## config.mk

```make
export PLATFORM = sky130hd
export DESIGN_NAME = srv_ctrl
export DESIGN_NICKNAME = d
export VERILOG_FILES = /design/src/sv/srv_pkg.sv /design/src/sv/srv_ctrl.sv
export SDC_FILE = /design/constraint.sdc
export NUM_CORES = 1
export LEC_CHECK = 0
export BUFFER_PORTS_ARGS = -buffer_cell sky130_fd_sc_hd__buf_2
export CAP_MARGIN = 20
export CORE_ASPECT_RATIO = 1.4
export CORE_MARGIN = 1
export CORE_UTILIZATION = 38
export DETAILED_ROUTE_END_ITERATION = 10
export GPL_TIMING_DRIVEN = 0
export SETUP_SLACK_MARGIN = 0.02
export SYNTH_ARGS = -nofsm -noshare
export SYNTH_HDL_FRONTEND = slang
export SYNTH_SLANG_ARGS = --single-unit
```

## constraint.sdc

```tcl
create_clock -name aclk -period 3.4 [get_ports aclk]
set_clock_uncertainty 0.2 [all_clocks]
set_input_delay 0 -clock aclk [delete_from_list [all_inputs] [get_ports aclk]]
set_output_delay 0 -clock aclk [all_outputs]
set_load 0.01 [all_outputs]
```

## src/sv/srv_pkg.sv

```systemverilog
// Shared types, constants and helpers of the Schroeder reverb core.
`default_nettype none
package srv_pkg;

    localparam int SAMPLE_BITS = 24;
    localparam int NUM_LINES   = 7;
    localparam int NUM_COMBS   = 4;
    localparam int PTR_BITS    = 12;
    localparam int LINE_BITS   = 3;
    localparam int SAT_BITS    = 48;
    localparam int CFG_IDX_BITS  = 3;
    localparam int CFG_DATA_BITS = 17;

    // comb a..d, then allpass a..c
    localparam int LINE_DEPTH [NUM_LINES] = '{1730, 1494, 2022, 2246, 250, 84, 24};
    localparam int CLEAR_LEN = 2246;
    localparam logic [16:0] ONE_Q16 = 17'd65536;

    typedef enum logic [CFG_IDX_BITS-1:0] {
        CFG_DELAY_SCALE = 3'd0,
        CFG_WET_MIX     = 3'd1,
        CFG_COMB_GAIN_A = 3'd2,
        CFG_COMB_GAIN_B = 3'd3,
        CFG_COMB_GAIN_C = 3'd4,
        CFG_COMB_GAIN_D = 3'd5,
        CFG_AP_GAIN     = 3'd6
    } cfg_idx_t;

    typedef enum logic [3:0] {
        OP_NONE,
        OP_CLEAR,
        OP_LOAD,
        OP_COMB_MUL,
        OP_COMB_WR,
        OP_AVG,
        OP_AP_MULX,
        OP_AP_SUB,
        OP_AP_MULY,
        OP_AP_WR,
        OP_MIX_DRY,
        OP_MIX_WET,
        OP_MIX_OUT
    } op_t;

    typedef enum logic [3:0] {
        ST_CLEAR,
        ST_IDLE,
        ST_COMB_MUL,
        ST_COMB_WR,
        ST_AVG,
        ST_AP_MULX,
        ST_AP_SUB,
        ST_AP_MULY,
        ST_AP_WR,
        ST_MIX_DRY,
        ST_MIX_WET,
        ST_MIX_OUT
    } state_t;

    typedef struct packed {
        op_t                 op;
        logic [LINE_BITS-1:0] line;
        logic [PTR_BITS-1:0]  clr_addr;
    } cmd_t;

    typedef struct packed {
        logic out_free;
    } status_t;

    typedef struct packed {
        logic [16:0]        delay_scale;
        logic [16:0]        wet_mix;
        logic signed [15:0] comb_gain_a;
        logic signed [15:0] comb_gain_b;
        logic signed [15:0] comb_gain_c;
        logic signed [15:0] comb_gain_d;
        logic [14:0]        allpass_gain;
    } cfg_t;

    function automatic logic signed [SAMPLE_BITS-1:0] sat(input logic signed [SAT_BITS-1:0] x);
        logic signed [SAT_BITS-1:0] hi;
        logic signed [SAT_BITS-1:0] lo;
        hi = SAT_BITS'((64'sd1 <<< (SAMPLE_BITS - 1)) - 64'sd1);
        lo = -hi - SAT_BITS'(1);
        if (x > hi) begin
            return hi[SAMPLE_BITS-1:0];
        end else if (x < lo) begin
            return lo[SAMPLE_BITS-1:0];
        end
        return x[SAMPLE_BITS-1:0];
    endfunction

endpackage
`default_nettype wire

```

## src/sv/srv_ctrl.sv

```systemverilog
// Sequencer of the reverb core: clearing pass, then per-request step sequence.
`default_nettype none
module srv_ctrl (
    input  wire logic            aclk,
    input  wire logic            aresetn,
    input  wire logic            s_valid,
    output logic                 s_ready,
    input  wire srv_pkg::status_t status,
    output srv_pkg::cmd_t         cmd
);

    srv_pkg::state_t state_reg, state_next;
    logic [srv_pkg::LINE_BITS-1:0] line_reg, line_next;
    logic [srv_pkg::PTR_BITS-1:0]  clr_reg, clr_next;

    always_ff @(posedge aclk) begin
        if (!aresetn) begin
            state_reg <= srv_pkg::ST_CLEAR;
            line_reg  <= '0;
            clr_reg   <= '0;
        end else begin
            state_reg <= state_next;
            line_reg  <= line_next;
            clr_reg   <= clr_next;
        end
    end

    always_comb begin
        state_next   = state_reg;
        line_next    = line_reg;
        clr_next     = clr_reg;
        s_ready      = 1'b0;
        cmd.op       = srv_pkg::OP_NONE;
        cmd.line     = line_reg;
        cmd.clr_addr = clr_reg;
        unique case (state_reg)
            srv_pkg::ST_CLEAR: begin
                cmd.op   = srv_pkg::OP_CLEAR;
                clr_next = clr_reg + 1'b1;
                if (clr_reg == srv_pkg::PTR_BITS'(srv_pkg::CLEAR_LEN - 1)) begin
                    state_next = srv_pkg::ST_IDLE;
                end
            end
            srv_pkg::ST_IDLE: begin
                s_ready = 1'b1;
                if (s_valid) begin
                    cmd.op     = srv_pkg::OP_LOAD;
                    line_next  = '0;
                    state_next = srv_pkg::ST_COMB_MUL;
                end
            end
            srv_pkg::ST_COMB_MUL: begin
                cmd.op     = srv_pkg::OP_COMB_MUL;
                state_next = srv_pkg::ST_COMB_WR;
            end
            srv_pkg::ST_COMB_WR: begin
                cmd.op    = srv_pkg::OP_COMB_WR;
                line_next = line_reg + 1'b1;
                if (line_reg == srv_pkg::LINE_BITS'(srv_pkg::NUM_COMBS - 1)) begin
                    state_next = srv_pkg::ST_AVG;
                end else begin
                    state_next = srv_pkg::ST_COMB_MUL;
                end
            end
            srv_pkg::ST_AVG: begin
                cmd.op     = srv_pkg::OP_AVG;
                state_next = srv_pkg::ST_AP_MULX;
            end
            srv_pkg::ST_AP_MULX: begin
                cmd.op     = srv_pkg::OP_AP_MULX;
                state_next = srv_pkg::ST_AP_SUB;
            end
            srv_pkg::ST_AP_SUB: begin
                cmd.op     = srv_pkg::OP_AP_SUB;
                state_next = srv_pkg::ST_AP_MULY;
            end
            srv_pkg::ST_AP_MULY: begin
                cmd.op     = srv_pkg::OP_AP_MULY;
                state_next = srv_pkg::ST_AP_WR;
            end
            srv_pkg::ST_AP_WR: begin
                cmd.op    = srv_pkg::OP_AP_WR;
                line_next = line_reg + 1'b1;
                if (line_reg == srv_pkg::LINE_BITS'(srv_pkg::NUM_LINES - 1)) begin
                    state_next = srv_pkg::ST_MIX_DRY;
                end else begin
                    state_next = srv_pkg::ST_AP_MULX;
                end
            end
            srv_pkg::ST_MIX_DRY: begin
                cmd.op     = srv_pkg::OP_MIX_DRY;
                state_next = srv_pkg::ST_MIX_WET;
            end
            srv_pkg::ST_MIX_WET: begin
                cmd.op     = srv_pkg::OP_MIX_WET;
                state_next = srv_pkg::ST_MIX_OUT;
            end
            srv_pkg::ST_MIX_OUT: begin
                // hold the final sum until the output register frees up
                if (status.out_free) begin
                    cmd.op     = srv_pkg::OP_MIX_OUT;
                    state_next = srv_pkg::ST_IDLE;
                end
            end
            default: begin
                state_next = srv_pkg::ST_IDLE;
            end
        endcase
    end

    a_load_starts_combs: assert property (@(posedge aclk) disable iff (!aresetn)
        cmd.op == srv_pkg::OP_LOAD |=> state_reg == srv_pkg::ST_COMB_MUL && line_reg == '0)
        else $error("request did not start at first comb line");

    a_no_accept_in_clear: assert property (@(posedge aclk) disable iff (!aresetn)
        state_reg == srv_pkg::ST_CLEAR |-> !s_ready)
        else $error("request accepted during memory clear");

    a_allpass_line_range: assert property (@(posedge aclk) disable iff (!aresetn)
        (state_reg == srv_pkg::ST_AP_WR) |->
        line_reg >= srv_pkg::LINE_BITS'(srv_pkg::NUM_COMBS))
        else $error("allpass step on a comb line");

endmodule
`default_nettype wire

```

==> results of run 1 <==
-- what timing repair did --
action,4_1_cts,5_1_grt
hold buffers,2,0
setup buffers,0,0
hold endpoints to repair,3,0
-- tightest hold or removal path, stage by stage --
cell and delay (ns):
sky130_fd_sc_hd__buf_2 0.11, sky130_fd_sc_hd__nand2b_1 0.07, sky130_fd_sc_hd__o22ai_1 0.07, sky130_fd_sc_hd__buf_2 0.14
-- where the power goes --
group | switching [µW] | internal (µW) | total, µW
Clock | 72.3 | 83.1 | 155
Sequential | 22.9 | 238 | 261
Combinational | 72.0 | 57.4 | 129
-- cells by family after synthesis --
group / count (synthesis)
mux: 2
buf+inv: 14
simple gates: 68
flops: 19
xor+xnor: 10
compound gates: 21
fa+ha+maj: 5
-- layout make-up --
| class | instances | area share (%) |
|---|---|---|
| Buffer | 9 | 3.46 |
| Clock buffer | 4 | 3.20 |
| Inverter | 5 | 1.33 |
| Multi-Input combinational cell | 106 | 52.1 |
| Sequential cell | 19 | 27.0 |
| Tap cell | 37 | 3.29 |
| Timing Repair Buffer | 25 | 9.59 |
-- per-stage QoR --
step	instances	hold slack [ns]	worst slack (ns)	util [%]	total power [µW]
after floorplan	139	-0.0496	1.59	-	351
after global placement	199	0.0764	1.48	46.2	389
after detailed placement	199	0.102	1.46	46.2	392
after CTS	205	0.182	1.43	48.5	552
after global routing	205	0.198	1.31	48.5	579
final	205	0.187	1.47	48.5	546
-- final timing paths --
kind | startpoint | to | slack [ns]
worst min register to register | clr_reg[11] | clr_reg[11] | 0.31
worst max register to register | state_reg[3] | clr_reg[11] | 1.47
worst min-delay path | status | cmd[17] | 0.19
worst max-delay path | state_reg[3] | clr_reg[11] | 1.47
-- layer usage --
metal	up-vias	routed length, µm	track usage, %
li1	551	-	-
met1	494	1140	20.5
met2	24	1320	31.3
met3	6	97	2.89
met4	0	65	12.5
met5	-	0	0
-- cell usage in the layout, fill, tap and decap left out, drive strengths merged, types with 2 or more instances in the layout --
cell / netlist / routed
or4: 2 / 2
a21oi: 3 / 3
nor3: 4 / 4
ha: 5 / 5
dlygate4sd3: 0 / 2
mux2i: 2 / 2
dfxtp: 19 / 19
nand2b: 5 / 5
buf: 5 / 28
clkbuf: 4 / 8
inv: 5 / 5
and2: 2 / 2
nand3: 4 / 4
o21a: 3 / 3
nor2b: 2 / 2
nand4: 4 / 4
o21ai: 5 / 5
nand2: 12 / 12
nor3b: 2 / 2
o22ai: 2 / 2
nor4: 4 / 4
xor2: 6 / 6
xnor2: 4 / 4
nor4b: 2 / 2
nor2: 16 / 16
and3: 3 / 3
==> impl_metrics.toml, run 1 <==
[status]
run_status = "complete, no violations"

[clocking]
clock-sinks = 19
max-clock-path-buffers = 2
cts_tree = "yes"
cts.reportedPaths.clkPinSlew_ns = 0.07
cts_resized = 0
cts_max_level = 1
cts_inserted_buffers = 3
root_buffer = "sky130_fd_sc_hd__clkbuf_8"
clk-insertion-delay-late_ns = 0.25

[global_route]
grt_pass1_wl_um = 4620
overflow = 0
global_route.usage.total_pct = 18.1
largest_net_degree_at_the_start_of_global_routing = 11
first_global_vias = 1053
initial_antenna_violation_count = 0

[power_and_ir_drop]
vdd_ir_drop_max_mv = 0.195
cellPowerDensity_nw_per_um2 = 387
static-leakage-power_uw = 0.000608

[layout]
fillers = 310
area_of_the_multi_input_gates_um2 = 734
num-nets-final = 178
ff_latch_area_um2 = 380
area_growth_from_synthesis_to_final_layout_pct = 19.2
share_of_post_route_cells_with_drive_strength_above_1_pct = 23.2
antenna_cells_inserted = 0
final_instance_area_um2 = 1410
number_of_flip_flops_under_the_largest_register_name = 12

[setup_path]
cp_slowest_cell = "sky130_fd_sc_hd__nor4_4"
worst_reg_to_reg_path_cell_count = 5
type_of_element_capturing_the_critical_path = "flip-flop"
crit_path_max_fanout = 10
worst-path-stages = 5
worstPathBufferInverterCount = 1
timing.critical_path.slowest_cell_delay_ns = 0.63
crit_path_start_kind = "flip-flop"
worst_ep_required_time_ns = 3.39
cpLargestDelayFamily = "simple AND/OR/NAND/NOR gates"
timing.setup.critical_path_class = "flip-flop to flip-flop"
path_cells = "buf_6, nor4_4, nand2_4, nor4_2, mux2i_1"
cp.arrival_ns = 1.92

[synthesis]
ys_async_sr_fraction_pct = 0
synth_fa_ha_area_share_pct = 5.29
yosys_warnings = 0
synth_top_area_share_pct = 32.2
share_of_synthesized_area_occupied_by_flip_flops_and_latches_pct = 32.2
synth_fp_nets = 148
count_of_flip_flops_with_a_built_in_enable_after_synthesis = 0
netlist_instances = 139
netlist_area_um2 = 1180
synth.largest_area_cell = "sky130_fd_sc_hd__dfxtp_1"
flop_and_latch_count_out_of_synthesis = 19
synthSimpleGateAreaFrac_pct = 35.6
synth_top_cells_by_area = "sky130_fd_sc_hd__dfxtp_1 32%, sky130_fd_sc_hd__ha_1 5.3%, sky130_fd_sc_hd__nor2_1 5.1%"
yosysMostFrequentCell = "sky130_fd_sc_hd__dfxtp_1"
synth_top_family_by_area = "simple AND/OR/NAND/NOR gates"
syn-mean-instance-area_um2 = 8.51
netlist_top_cells_count = "19 x sky130_fd_sc_hd__dfxtp_1, 16 x sky130_fd_sc_hd__nor2_1, 11 x sky130_fd_sc_hd__nand2_1, 6 x sky130_fd_sc_hd__xor2_1"
synth.mux.area_fraction_pct = 1.69
synth_compound_gate_area_share_pct = 12.2
synth_ff_type = "sky130_fd_sc_hd__dfxtp_1"
synth-xor-area-share_pct = 7.41
yosys.cell_types.count = 44

[place]
post_dp_cell_area_um2 = 1340
place.gp.congestion = 0.850
dpl.hpwl_um = 1950
portBuffers = 23

[timing]
worst_margin_pin_slew_ns = 0.657
finalSetupViolCount = 0
setup_total_negative_slack_ns = 0
layout_min_cycle_time_ns = 1.93
rsz_0062_raised_after_global_routing = "no"
min_period_over_period_pct = 56.8
timing.max_slew.rel_slack_pct = 55.8
highest_clock_frequency_the_design_can_meet_ghz = 0.518
drv_slew = 0
report.final.hold_viol_count = 0

[floorplan]
initial_utilization_pct = 40.7
die_area_um2 = 3340
fp.coreArea_um2 = 2910
rows = 23
die-height_um = 68
i_o_pin_total = 24
die_w_um = 49.1

[route]
dr.first_iter.drc_count = 20
post-route-drc-count = 0
detailedRoute.firstPassIterationCount = 4
drt_wl_total_um = 2620
wire_per_inst_um = 12.8
route.antenna.remaining_nets = 0
avgViaCountPerCell = 5.24
vias = 1075

[worst_hold_path]
holdCritPathClass = "input port to output port"
hold-path-cell-count = 4

[run]
drv_cap = 0
(Power assumes the default switching activity.)
==> run 2, diff against run 1 <==
==> constraint.sdc (replaced) <==
create_clock -name aclk -period 2 [get_ports aclk]
set_clock_uncertainty 0.2 [all_clocks]
set_input_delay 0 -clock aclk [delete_from_list [all_inputs] [get_ports aclk]]
set_output_delay 0 -clock aclk [all_outputs]
set_load 0.01 [all_outputs]
==> impl_metrics.toml, run 2 (same netlist as run 1, synthesis figures left out) <==
[route]
avgViaCountPerCell = 5.21
wire_per_inst_um = 12.7
route.antenna.remaining_nets = 0
post-route-drc-count = 0
dr.first_iter.drc_count = 17
drt_wl_total_um = 2630
detailedRoute.firstPassIterationCount = 4
vias = 1079

[global_route]
global_route.usage.total_pct = 18.1
grt_pass1_wl_um = 4620
initial_antenna_violation_count = 0
largest_net_degree_at_the_start_of_global_routing = 11
overflow = 0
first_global_vias = 1053

[timing]
setup_total_negative_slack_ns = 0
highest_clock_frequency_the_design_can_meet_ghz = 0.548
finalSetupViolCount = 0
worst_margin_pin_slew_ns = 0.489
worst_hold_slack_ns = 0.187
timing.max_slew.rel_slack_pct = 67.4
report.final.hold_viol_count = 0
min_period_over_period_pct = 91.2
drv_slew = 0
layout_min_cycle_time_ns = 1.82
rsz_0062_raised_after_global_routing = "no"

[clocking]
cts_inserted_buffers = 3
cts.reportedPaths.clkPinSlew_ns = 0.07
root_buffer = "sky130_fd_sc_hd__clkbuf_8"
cts_max_level = 1
clk-insertion-delay-late_ns = 0.25
cts_resized = 0
cts_tree = "yes"
max-clock-path-buffers = 2
clock-sinks = 19

[setup_path]
cp_slowest_cell = "sky130_fd_sc_hd__dfxtp_1"
path_cells = "buf_2, buf_2, nand2_1, xor2_1, o22ai_1, buf_2"
worst_ep_required_time_ns = 1.80
crit_path_start_kind = "flip-flop"
type_of_element_capturing_the_critical_path = "output port"
timing.critical_path.slowest_cell_delay_ns = 0.30
timing.setup.critical_path_class = "flip-flop to output port"
cp.arrival_ns = 1.62
cpMostUsedCell = "sky130_fd_sc_hd__buf_2"
crit_path_max_fanout = 10

[layout]
final_common_cell = "sky130_fd_sc_hd__buf_2"
fillers = 305
number_of_flip_flops_under_the_largest_register_name = 12
final_cells = 207
area_of_the_multi_input_gates_um2 = 734
final_core_util_pct = 49.4
layout_common_cells = "26 x sky130_fd_sc_hd__buf_2, 19 x sky130_fd_sc_hd__dfxtp_1, 16 x sky130_fd_sc_hd__nor2_1"
ff_latch_area_um2 = 380
share_of_post_route_cells_with_drive_strength_above_1_pct = 24.1
area_growth_from_synthesis_to_final_layout_pct = 21.5
final_instance_area_um2 = 1440
num-nets-final = 180
antenna_cells_inserted = 0

[power_and_ir_drop]
vdd_ir_drop_max_mv = 0.333
cellPowerDensity_nw_per_um2 = 667
static-leakage-power_uw = 0.000622

[place]
place.gp.congestion = 0.850
portBuffers = 23
placed_cell_count = 199
dpl.hpwl_um = 1950
post_dp_cell_area_um2 = 1340

[floorplan]
initial_utilization_pct = 40.7
die_w_um = 49.1
rows = 23
i_o_pin_total = 24
die-height_um = 68
die_area_um2 = 3340
fp.coreArea_um2 = 2910

[worst_hold_path]
holdCritPathClass = "input port to output port"

[run]
drv_cap = 0

[status]
run_status = "complete, no violations"
## run 2: worst paths after layout
check | cells past startpoint | start | slack [ns] | to
min | 4 | status | 0.19 | cmd[17]
min reg2reg | 2 | clr_reg[11] | 0.31 | clr_reg[11]
max | 6 | state_reg[1] | 0.18 | cmd[17]
max reg2reg | 5 | state_reg[1] | 0.23 | line_reg[0]
## run 2: area by class of cell
| cell class | instances | area share (%) |
|---|---|---|
| flip-flops and latches | 19 | 26.5 |
| inverters | 5 | 1.31 |
| repair buffers | 27 | 11.3 |
| well taps | 37 | 3.22 |
| plain buffers | 9 | 3.40 |
| clock buffers | 4 | 3.14 |
| multi-input cells | 106 | 51.1 |
## run 2: per-stage QoR
| stage | total power (µW) | worst slack, ns |
|---|---|---|
| finish | 958 | 0.177 |
| global route | 1010 | 0.0414 |
| CTS | 938 | 0.0345 |
| detailed placement | 667 | 0.0552 |
| global placement | 661 | 0.0790 |
| floorplan | 597 | 0.195 |
## run 2: layer usage
layer / global-route usage [%] / vias to the layer above / wire length (µm)
met1: 20.5 / 494 / 1130
met2: 31.3 / 24 / 1340
met5: 0 / - / 0
met4: 12.5 / 0 / 66
li1: - / 555 / -
met3: 2.89 / 6 / 86
## run 2: worst max-delay path: cells and delay by family, from the launching register on
kind / cells / cell delay [ns]
buf+inv: 3 / 0.60
flops: 1 / 0.30
simple gates: 1 / 0.17
compound gates: 1 / 0.13
xor+xnor: 1 / 0.17
## run 2: timing repair
item | in CTS | in global routing
buffers inserted | 0 | 2
hold endpoints to repair | 3 | 0
hold buffers | 2 | 0
endpoints found under the setup margin | 0 | 3
## run 2: power by group
part | total [µW] | internal (µW) | switching [µW]
clock network | 265 | 141 | 124
logic | 250 | 122 | 129
registers | 442 | 404 | 37.6
